==> config.mk <==
export PLATFORM = sky130hd
export DESIGN_NAME = sensor_lut_linearizer
export DESIGN_NICKNAME = d
export VERILOG_FILES = /design/src/slin_pkg.sv /design/src/slin_mul.sv /design/src/sensor_lut_linearizer.sv
export SDC_FILE = /design/constraint.sdc
export NUM_CORES = 2
export LEC_CHECK = 0
export ABC_AREA = 0
export BUFFER_PORTS_ARGS = -buffer_cell sky130_fd_sc_hd__buf_2
export CORE_ASPECT_RATIO = 1.2
export CORE_MARGIN = 2
export CORE_UTILIZATION = 30
export CTS_CLUSTER_SIZE = 40
export DETAILED_ROUTE_END_ITERATION = 8
export HOLD_SLACK_MARGIN = 0.08
export PLACE_DENSITY = 0.45
export SLEW_MARGIN = 20
export SYNTH_ARGS = -nofsm -noshare
export SYNTH_HDL_FRONTEND = slang
export SYNTH_SLANG_ARGS = --single-unit
==> constraint.sdc <==
create_clock -name clk -period 10.92 [get_ports clk]
set_input_delay 0 -clock clk [delete_from_list [all_inputs] [get_ports clk]]
set_output_delay 0 -clock clk [all_outputs]
set_load 0.01 [all_outputs]
==> src/slin_pkg.sv <==
`default_nettype none

package slin_pkg;

    localparam int TABLE_ENTRIES = 33;

    localparam int SAMPLE_W    = 16;
    localparam int ENTRY_W     = 16;
    localparam int ENTRY_IDX_W = 6;
    localparam int OUT_W       = 48;
    localparam int CFG_W       = 32;
    localparam int CFG_IDX_W   = 2;

    localparam int TBL_AW = $clog2(TABLE_ENTRIES);
    localparam int IDX_W  = ((TBL_AW > ENTRY_IDX_W) ? TBL_AW : ENTRY_IDX_W) + 1;

    localparam int FRAC_W    = 16;
    localparam int REM_W     = 10;
    localparam int SEG_W     = SAMPLE_W - 1 - REM_W;
    localparam int INTERP_SH = FRAC_W - REM_W;
    localparam int DIFF_W    = ENTRY_W + 1;

    // radix-4 shift-add multiplier
    localparam int MCAND_W   = 32;
    localparam int MPLR_W    = 34;
    localparam int HI_W      = MCAND_W + 3;
    localparam int PROD_W    = HI_W + MPLR_W;
    localparam int MUL_STEPS = MPLR_W / 2;
    localparam int STEP_W    = $clog2(MUL_STEPS);

    localparam int RND_W = PROD_W - FRAC_W;
    localparam int R_W   = RND_W + 1;

    localparam logic signed [MCAND_W-1:0] LIN_COEF   = 32'sd332267;
    localparam logic signed [MCAND_W-1:0] RES_COEF   = 32'sd507000;
    localparam logic signed [CFG_W-1:0]   GAIN_RESET = 32'sd65536;
    localparam logic [PROD_W-1:0]         ROUND_HALF = PROD_W'(1) << (FRAC_W - 1);

    localparam logic signed [OUT_W-1:0] OUT_MAX = {1'b0, {(OUT_W - 1){1'b1}}};
    localparam logic signed [OUT_W-1:0] OUT_MIN = {1'b1, {(OUT_W - 1){1'b0}}};

    localparam logic OP_CONVERT = 1'b0;
    localparam logic OP_WRITE   = 1'b1;

    localparam logic [CFG_IDX_W-1:0] CFG_MODE   = 2'd0;
    localparam logic [CFG_IDX_W-1:0] CFG_GAIN   = 2'd1;
    localparam logic [CFG_IDX_W-1:0] CFG_OFFSET = 2'd2;

    typedef enum logic [1:0] {
        MODE_HOLD   = 2'd0,
        MODE_LINEAR = 2'd1,
        MODE_TABLE  = 2'd2,
        MODE_SCALE  = 2'd3
    } mode_t;

    typedef enum logic [2:0] {
        ST_IDLE,
        ST_RD_LO,
        ST_RD_HI,
        ST_MUL,
        ST_ROUND,
        ST_FIN,
        ST_SAT,
        ST_DONE
    } state_t;

    typedef struct packed {
        logic                       start;
        logic signed [MCAND_W-1:0]  mcand;
        logic        [MPLR_W-1:0]   operand;
    } mul_req_t;

    typedef struct packed {
        logic busy;
        logic last_step;
    } mul_stat_t;

endpackage

`default_nettype wire

==> src/slin_mul.sv <==
`default_nettype none

module slin_mul import slin_pkg::*;
(
    input  wire logic                      clk,
    input  wire logic                      rst_n,
    input  wire mul_req_t                  req,
    output mul_stat_t                      stat,
    output logic signed [PROD_W-1:0]       prod
);

    logic                      busy_reg;
    logic [STEP_W-1:0]         cnt_reg;
    logic signed [PROD_W-1:0]  prod_reg;
    logic signed [MCAND_W-1:0] m1_reg;
    logic signed [HI_W-1:0]    m3_reg;

    logic signed [HI_W-1:0]    hi;
    logic signed [HI_W-1:0]    m1x;
    logic signed [HI_W-1:0]    m2x;
    logic signed [HI_W-1:0]    addend;
    logic signed [HI_W-1:0]    sum;
    logic signed [HI_W-1:0]    mcand_x;
    logic [1:0]                dig;
    logic                      last;

    assign hi      = prod_reg[PROD_W-1 -: HI_W];
    assign dig     = prod_reg[1:0];
    assign last    = (cnt_reg == '0);
    assign m1x     = HI_W'(m1_reg);
    assign m2x     = m1x <<< 1;
    assign mcand_x = HI_W'(req.mcand);

    // top digit of the multiplier carries negative weight
    always_comb
    begin
        if (!last)
        begin
            case (dig)
                2'd0:    addend = '0;
                2'd1:    addend = m1x;
                2'd2:    addend = m2x;
                default: addend = m3_reg;
            endcase
        end
        else
        begin
            case (dig)
                2'd0:    addend = '0;
                2'd1:    addend = m1x;
                2'd2:    addend = -m2x;
                default: addend = -m1x;
            endcase
        end
    end

    assign sum = hi + addend;

    always_ff @(posedge clk or negedge rst_n)
    begin
        if (!rst_n)
        begin
            busy_reg <= 1'b0;
            cnt_reg  <= '0;
        end
        else if (req.start)
        begin
            busy_reg <= 1'b1;
            cnt_reg  <= STEP_W'(MUL_STEPS - 1);
        end
        else if (busy_reg)
        begin
            cnt_reg <= cnt_reg - 1'b1;
            if (last)
            begin
                busy_reg <= 1'b0;
            end
        end
    end

    always_ff @(posedge clk)
    begin
        if (req.start)
        begin
            prod_reg <= {{HI_W{1'b0}}, req.operand};
            m1_reg   <= req.mcand;
            m3_reg   <= mcand_x + (mcand_x <<< 1);
        end
        else if (busy_reg)
        begin
            prod_reg <= {{2{sum[HI_W-1]}}, sum, prod_reg[MPLR_W-1:2]};
        end
    end

    assign stat.busy      = busy_reg;
    assign stat.last_step = busy_reg && last;
    assign prod           = prod_reg;

endmodule

`default_nettype wire

==> src/sensor_lut_linearizer.sv <==
// sensor_lut_linearizer: converts 16-bit converter samples to signed Q32.16 values
// input channel (in_valid/in_ready): opcode 0 converts sample, opcode 1 writes
//   entry_value into table position entry_index (positions past the table are dropped)
// output channel (out_valid/out_ready): result_value and saturated, one transaction
//   per conversion, none per table write
// config channel (cfg_valid/cfg_ready, always ready): index 0 mode, 1 gain, 2 offset
// one item is worked at a time; the arithmetic runs through a radix-4 shift-add
//   multiplier, 2 multiplier bits per cycle
// in_ready returns in the same cycle as out_valid; a table write leaves the block
//   idle, ready for the next item
// the output register lets the next item be taken while a result waits; if the
//   receiver stalls, the following result waits in the block and in_ready stays low
// reset empties the table (all entries read as zero), clears the held value to zero, sets mode to hold,
//   gain to 1.0 and offset to 0; the block is ready the first cycle after reset
`default_nettype none

module sensor_lut_linearizer import slin_pkg::*;
(
    input  wire logic                        clk,
    input  wire logic                        rst_n,

    input  wire logic                        in_valid,
    output logic                             in_ready,
    input  wire logic                        opcode,
    input  wire logic [SAMPLE_W-1:0]         sample,
    input  wire logic [ENTRY_IDX_W-1:0]      entry_index,
    input  wire logic signed [ENTRY_W-1:0]   entry_value,

    output logic                             out_valid,
    input  wire logic                        out_ready,
    output logic signed [OUT_W-1:0]          result_value,
    output logic                             saturated,

    input  wire logic                        cfg_valid,
    output logic                             cfg_ready,
    input  wire logic [CFG_IDX_W-1:0]        cfg_index,
    input  wire logic [CFG_W-1:0]            cfg_data
);

    state_t                     state_reg;
    state_t                     state_next;

    mode_t                      mode_reg;
    logic signed [CFG_W-1:0]    gain_reg;
    logic signed [CFG_W-1:0]    offset_reg;

    logic signed [ENTRY_W-1:0]  curve_mem [TABLE_ENTRIES];
    logic [TABLE_ENTRIES-1:0]   entry_vld_reg;
    logic signed [ENTRY_W-1:0]  rd_data_reg;
    logic                       rd_vld_reg;

    logic [SAMPLE_W-1:0]        sample_reg;
    logic signed [ENTRY_W-1:0]  a_reg;
    logic signed [RND_W-1:0]    rnd_reg;
    logic signed [R_W-1:0]      r_reg;
    logic                       second_reg;
    logic signed [OUT_W-1:0]    res_reg;
    logic                       sat_reg;
    logic signed [OUT_W-1:0]    last_value_reg;
    logic                       out_valid_reg;
    logic signed [OUT_W-1:0]    out_value_reg;
    logic                       out_sat_reg;

    mul_req_t                   mul_req;
    mul_stat_t                  mul_stat;
    logic signed [PROD_W-1:0]   prod;

    logic                       in_acc;
    logic                       wr_en;
    logic [IDX_W-1:0]           wr_idx;
    logic [IDX_W-1:0]           seg_idx;
    logic [IDX_W-1:0]           lo_idx;
    logic [IDX_W-1:0]           rd_idx;
    logic                       beyond;
    logic [SAMPLE_W-1:0]        smp;
    logic [REM_W-1:0]           rem;
    logic signed [ENTRY_W-1:0]  rd_entry;
    logic signed [DIFF_W-1:0]   diff;
    logic [MPLR_W-1:0]          v_beyond;
    logic [MPLR_W-1:0]          v_interp;
    logic signed [CFG_W:0]      d_lin;
    logic [PROD_W-1:0]          rsum;
    logic                       start_second;
    logic signed [R_W-1:0]      r_calc;
    logic [R_W-OUT_W:0]         r_top;
    logic                       ovf;
    logic                       out_load;

    slin_mul u_mul
    (
        .clk   (clk),
        .rst_n (rst_n),
        .req   (mul_req),
        .stat  (mul_stat),
        .prod  (prod)
    );

    assign in_acc = in_valid && in_ready;
    assign wr_idx = IDX_W'(entry_index);
    assign wr_en  = in_acc && (opcode == OP_WRITE) && (wr_idx < IDX_W'(TABLE_ENTRIES));

    // segment and remainder of the halved sample
    assign smp     = (state_reg == ST_IDLE) ? sample : sample_reg;
    assign rem     = smp[REM_W:1];
    assign seg_idx = IDX_W'(smp[SAMPLE_W-1 -: SEG_W]);
    assign beyond  = (seg_idx + 1'b1) >= IDX_W'(TABLE_ENTRIES);
    assign lo_idx  = beyond ? IDX_W'(TABLE_ENTRIES - 1) : seg_idx;
    assign rd_idx  = (state_reg == ST_RD_LO) ? (seg_idx + 1'b1) : lo_idx;

    assign rd_entry = rd_vld_reg ? rd_data_reg : '0;
    assign diff     = DIFF_W'(rd_entry) - DIFF_W'(a_reg);
    assign v_beyond = MPLR_W'(rd_entry) << FRAC_W;
    assign v_interp = (MPLR_W'(a_reg) << FRAC_W) + (prod[MPLR_W-1:0] << INTERP_SH);
    assign d_lin    = (CFG_W + 1)'(rnd_reg) - (CFG_W + 1)'(offset_reg);
    assign rsum     = prod + ROUND_HALF;

    assign out_load = (state_reg == ST_DONE) && (!out_valid_reg || out_ready);

    // table memory with per-entry valid bits
    always_ff @(posedge clk)
    begin
        if (wr_en)
        begin
            curve_mem[wr_idx[TBL_AW-1:0]] <= entry_value;
        end
        rd_data_reg <= curve_mem[rd_idx[TBL_AW-1:0]];
        rd_vld_reg  <= entry_vld_reg[rd_idx[TBL_AW-1:0]];
    end

    always_ff @(posedge clk or negedge rst_n)
    begin
        if (!rst_n)
        begin
            entry_vld_reg <= '0;
        end
        else if (wr_en)
        begin
            entry_vld_reg[wr_idx[TBL_AW-1:0]] <= 1'b1;
        end
    end

    // configuration registers
    always_ff @(posedge clk or negedge rst_n)
    begin
        if (!rst_n)
        begin
            mode_reg   <= MODE_HOLD;
            gain_reg   <= GAIN_RESET;
            offset_reg <= '0;
        end
        else if (cfg_valid)
        begin
            case (cfg_index)
                CFG_MODE:   mode_reg   <= mode_t'(cfg_data[1:0]);
                CFG_GAIN:   gain_reg   <= cfg_data;
                CFG_OFFSET: offset_reg <= cfg_data;
                default:    ;
            endcase
        end
    end

    assign cfg_ready = 1'b1;

    always_ff @(posedge clk or negedge rst_n)
    begin
        if (!rst_n)
        begin
            state_reg <= ST_IDLE;
        end
        else
        begin
            state_reg <= state_next;
        end
    end

    always_comb
    begin
        state_next      = state_reg;
        in_ready        = 1'b0;
        mul_req.start   = 1'b0;
        mul_req.mcand   = gain_reg;
        mul_req.operand = '0;
        start_second    = 1'b0;

        case (state_reg)
            ST_IDLE:
            begin
                in_ready = 1'b1;
                if (in_valid && (opcode == OP_CONVERT))
                begin
                    case (mode_reg)
                        MODE_HOLD:
                        begin
                            state_next = ST_DONE;
                        end
                        MODE_TABLE:
                        begin
                            state_next = ST_RD_LO;
                        end
                        MODE_LINEAR:
                        begin
                            mul_req.start   = 1'b1;
                            mul_req.mcand   = LIN_COEF;
                            mul_req.operand = MPLR_W'(sample);
                            state_next      = ST_MUL;
                        end
                        default:
                        begin
                            mul_req.start   = 1'b1;
                            mul_req.mcand   = RES_COEF;
                            mul_req.operand = MPLR_W'(sample);
                            state_next      = ST_MUL;
                        end
                    endcase
                end
            end
            ST_RD_LO:
            begin
                if (beyond)
                begin
                    mul_req.start   = 1'b1;
                    mul_req.operand = v_beyond;
                    start_second    = 1'b1;
                    state_next      = ST_MUL;
                end
                else
                begin
                    state_next = ST_RD_HI;
                end
            end
            ST_RD_HI:
            begin
                mul_req.start   = 1'b1;
                mul_req.mcand   = MCAND_W'(diff);
                mul_req.operand = MPLR_W'(rem);
                state_next      = ST_MUL;
            end
            ST_MUL:
            begin
                if (mul_stat.last_step)
                begin
                    state_next = ST_ROUND;
                end
            end
            ST_ROUND:
            begin
                state_next = ST_FIN;
            end
            ST_FIN:
            begin
                if (!second_reg && (mode_reg != MODE_SCALE))
                begin
                    mul_req.start   = 1'b1;
                    mul_req.operand = (mode_reg == MODE_TABLE) ? v_interp : MPLR_W'(d_lin);
                    start_second    = 1'b1;
                    state_next      = ST_MUL;
                end
                else
                begin
                    state_next = ST_SAT;
                end
            end
            ST_SAT:
            begin
                state_next = ST_DONE;
            end
            ST_DONE:
            begin
                if (!out_valid_reg || out_ready)
                begin
                    state_next = ST_IDLE;
                end
            end
            default:
            begin
                state_next = ST_IDLE;
            end
        endcase
    end

    // final value before clipping
    always_comb
    begin
        case (mode_reg)
            MODE_SCALE:  r_calc = R_W'(prod);
            MODE_LINEAR: r_calc = R_W'(rnd_reg);
            default:     r_calc = R_W'(rnd_reg) - R_W'(offset_reg);
        endcase
    end

    assign r_top = r_reg[R_W-1:OUT_W-1];
    assign ovf   = !((&r_top) || !(|r_top));

    always_ff @(posedge clk)
    begin
        if (in_acc)
        begin
            sample_reg <= sample;
        end
        if (mul_req.start)
        begin
            second_reg <= start_second;
        end
        if (state_reg == ST_RD_LO)
        begin
            a_reg <= rd_entry;
        end
        if (state_reg == ST_ROUND)
        begin
            rnd_reg <= rsum[PROD_W-1:FRAC_W];
        end
        if (state_reg == ST_FIN)
        begin
            r_reg <= r_calc;
        end
        if (in_acc && (opcode == OP_CONVERT) && (mode_reg == MODE_HOLD))
        begin
            res_reg <= last_value_reg;
            sat_reg <= 1'b0;
        end
        else if (state_reg == ST_SAT)
        begin
            res_reg <= ovf ? (r_reg[R_W-1] ? OUT_MIN : OUT_MAX) : r_reg[OUT_W-1:0];
            sat_reg <= ovf;
        end
        if (out_load)
        begin
            out_value_reg <= res_reg;
            out_sat_reg   <= sat_reg;
        end
    end

    always_ff @(posedge clk or negedge rst_n)
    begin
        if (!rst_n)
        begin
            last_value_reg <= '0;
        end
        else if (state_reg == ST_SAT)
        begin
            last_value_reg <= ovf ? (r_reg[R_W-1] ? OUT_MIN : OUT_MAX) : r_reg[OUT_W-1:0];
        end
    end

    always_ff @(posedge clk or negedge rst_n)
    begin
        if (!rst_n)
        begin
            out_valid_reg <= 1'b0;
        end
        else if (out_load)
        begin
            out_valid_reg <= 1'b1;
        end
        else if (out_ready)
        begin
            out_valid_reg <= 1'b0;
        end
    end

    assign out_valid    = out_valid_reg;
    assign result_value = out_value_reg;
    assign saturated    = out_sat_reg;

    // multiplier runs only while the sequencer waits on it
    a_mul_owned: assert property (@(posedge clk) disable iff (!rst_n)
        mul_stat.busy |-> (state_reg == ST_MUL))
        else $error("multiplier busy outside multiply state");

    // clipped results sit on a range bound
    a_sat_bound: assert property (@(posedge clk) disable iff (!rst_n)
        (out_valid && saturated) |-> ((result_value == OUT_MAX) || (result_value == OUT_MIN)))
        else $error("saturated result not at a bound");

    // a finished result reaches the output register when the slot is free
    a_done_loads: assert property (@(posedge clk) disable iff (!rst_n)
        ((state_reg == ST_DONE) && (!out_valid_reg || out_ready))
        |=> (out_valid_reg && (state_reg == ST_IDLE)))
        else $error("result not handed to output register");

endmodule

`default_nettype wire
==> results.tsv <==
metric	value	unit
CTS tree	built	
Setup CP Type	reg -> reg	
drt first pass iters	6	
final wirelength	165000	µm
Mapped Cells	4681	
max frequency	0.143	GHz
routed vias/inst	5.10	
layout cells sized above 1	11.9	%
clock network power share	22.7	%
mean post-synth cell area	11.2	µm²
footprint of the multi-input gates	20200	µm²
met3 GRT Util	2.48	%
setup TNS	0	ns
post-synthesis cell type count	99	
CP Data Arrival Time	7.41	ns
Setup Viol. Count Final	0	
drt initial violations	2797	
Post-Syn Nets	4918	
Most used DFF post-synth	edfxtp_1	
Post-CTS Setup Bufs	0	
nets@finish	5127	
Clock transition at path regs	0.06	ns
Crit-path slowest cell	o41ai_1	
synth warn	0	
Worst setup SP type	flip-flop	
RSZ-0062 raised after global routing	false	
part of the power in registers	33.9	%
worst-path cell chain	nand2_1 -> ha_1 -> inv_1 -> fa_1 -> a311oi_1 -> nor3b_1 -> o21ai_0 -> a21oi_1 -> o21a_1 -> o41ai_1 -> o211ai_1 -> xnor2_1 -> o21ai_0 -> ha_1 -> nand2_1 -> o21ai_0 -> o41ai_1 -> nor2_1 -> a21oi_1 -> a31oi_1 -> o41ai_1 -> a211oi_1 -> a211oi_1 -> o21ai_0	
Setup Skew	0.0969	ns
status	finished clean	
Routed WL per cell	22.7	µm
Post-CTS Resized	0	
Max Cap Viol	0	
pwr dens	294	nW/µm²
Fin Hold WS	0.137	ns
total number of vias	37100	
Post-Syn Area	52300	µm²
max reg flops	528	
row cnt	167	
Worst-Margin Slew	1.10	ns
sw frac	40.7	%
crit-path most repeated cell	o21ai_0	
leakage power	0.0228	µW
Net Sw Power	7260	µW
final cell count without fillers	7277	
GR Util met1	24.2	%
gp weighted congestion	0.873	
first-pass GRT wire length	244000	µm
IO Count	130	
max-slew headroom at the worst pin	26.9	%
CTS Buffer Depth	3	
largest net degree at the start of global routing	127	
CP Capture Type	flip-flop	
ys async rst share	14.7	%
grt peak-use layer	met2	
flop2flop setup slack	3.94	ns
Initial Utilization	30.2	%
Clk Latency, worst-skew pair	0.79	ns
Chip Height	461	µm
Sequential cell area	30800	µm²
Comb power frac	43.4	%
ANT nets after route	0	
CTS H-tree depth	3	
critical path required time	11.35	ns
met2 GRT Util	31.3	%
Final Hold Fails	0	
DRC	0	
CTS Root Cell	clkbuf_16	
CTS Buf Count	116	
Final period util	63.9	%
Total Routing Usage GR	18.4	%
Post-synth EDFFs	861	
Die Area	178000	µm²
Layout area overhead	16.1	%
TritonCTS Sinks	1069	
final worst path period need	6.98	ns
grt total ovfl	0	
initial antenna violation count	8	
Peak VDD IR	0.000162	V
CTS Hold Bufs	118	
peak per-stage delay on the critical path	0.64	ns
vias in the first global route	36100	
fillers	17300	
DP HPWL	110000	µm
register area share after synthesis	58.9	%
flops & latches, synth	1069	
Port Buf Inserts	128	
dpl cells	6935	
Pint	10600	µW
Final Slew Violations	0	
Max FO, Critical Path	20	
core area	173000	µm²
chip width	385	µm
Hold Path Class	in -> reg	
## worst max-delay path, delay by kind of cell (launching register included)
kind / cells / cell delay (ns)
simple gates: 4 / 0.44
compound gates: 15 / 4.50
fa+ha+maj: 3 / 1.00
buf+inv: 1 / 0.06
xor+xnor: 1 / 0.16
flops: 1 / 0.46
## layout make-up
type	instances	share of cell area [%]
multi-input cells	3267	33.2
clock inverters	57	1.11
well taps	2281	4.70
repair buffers	333	4.20
flip-flops and latches	1069	50.7
clock buffers	164	5.38
diodes	3	0.0124
inverters	103	0.641
## worst paths after layout
check / from / to / depth (start not counted)
min: cfg_data[3] / gain_reg[3]$_DFFE_PN0P_ / 3
min in group asynchronous: rst_n / last_value_reg[24]$_DFFE_PN0P_ / 4
min reg2reg: res_reg[42]$_DFFE_PP_ / result_value[42]$_DFFE_PP_ / 0
max in group asynchronous: rst_n / gain_reg[9]$_DFFE_PN0P_ / 4
max: rd_vld_reg$_DFF_P_ / u_mul.m3_reg[32]$_DFFE_PP_ / 24
max reg2reg: rd_vld_reg$_DFF_P_ / u_mul.m3_reg[32]$_DFFE_PP_ / 24
## metal layers
metal / vias up / wire length, µm / part of all wire (%)
li1: 17600 / - / -
met1: 18400 / 73100 / 44
met2: 857 / 80700 / 49
met3: 193 / 7000 / 4.2
met4: 6 / 4420 / 2.7
met5: - / 34 / 0.021
## power groups by stage
stage	combinational, µW	sequential [µW]	clock, µW
after CTS	7800	6050	4160
after detailed placement	7730	6130	0
final	7740	6050	4050
after global routing	8590	6130	4310
after global placement	7710	6130	0
after floorplan	5560	5820	0
## cells by family after synthesis
logic type / Yosys count / synth area share (%)
AO/OA/AOI/OAI: 1042 / 12.7
XOR/XNOR: 212 / 3.55
multiplexers: 186 / 3.80
other: 1 / 0.00717
flip-flops: 1069 / 58.9
AND/OR/NAND/NOR: 1667 / 14.4
adder cells (fa/ha/maj): 159 / 3.88
buffers and inverters: 345 / 2.78
## cell usage after synthesis (all sizes together) (39+ instances only)
cell	count	area, µm²
inv	103	387
nor2	470	1780
mux2i	84	841
or2	44	275
edfxtp	861	25900
ha	154	1930
clkbuf	141	529
xor2	67	587
mux2	102	1150
o211ai	43	323
and3	76	475
nand3	122	611
a21oi	282	1420
a31oi	69	432
dfxtp	51	1020
nor3	54	275
buf	101	539
a21o	75	563
xnor2	145	1270
nand2b	39	244
nand2	665	2500
o21ai	268	1350
dfrtp	156	3900
nand4	63	394
## layout by cell type (no fill, tap or decap), types with 119 or more instances in the layout
cell / n
nand3_1: 122
nor2_1: 451
clkbuf_16: 119
dfrtp_1: 154
a21oi_1: 281
buf_2: 127
nand2_1: 663
o21ai_0: 264
edfxtp_1: 861
xnor2_1: 145
ha_1: 154
## stage by stage
stage	worst slack (ns)	total power, µW	cell area, µm²	utilization [%]
6_report	3.94	17800	60700	35.1
3_3_place_gp	4.06	13800	55500	32.1
5_1_grt	3.09	19000	60700	35.1
4_1_cts	3.92	18000	60700	35.1
2_1_floorplan	5.30	11400	52300	-
3_5_place_dp	4.05	13900	55600	32.1
No activity file was read; power rests on OpenSTA's default activity.
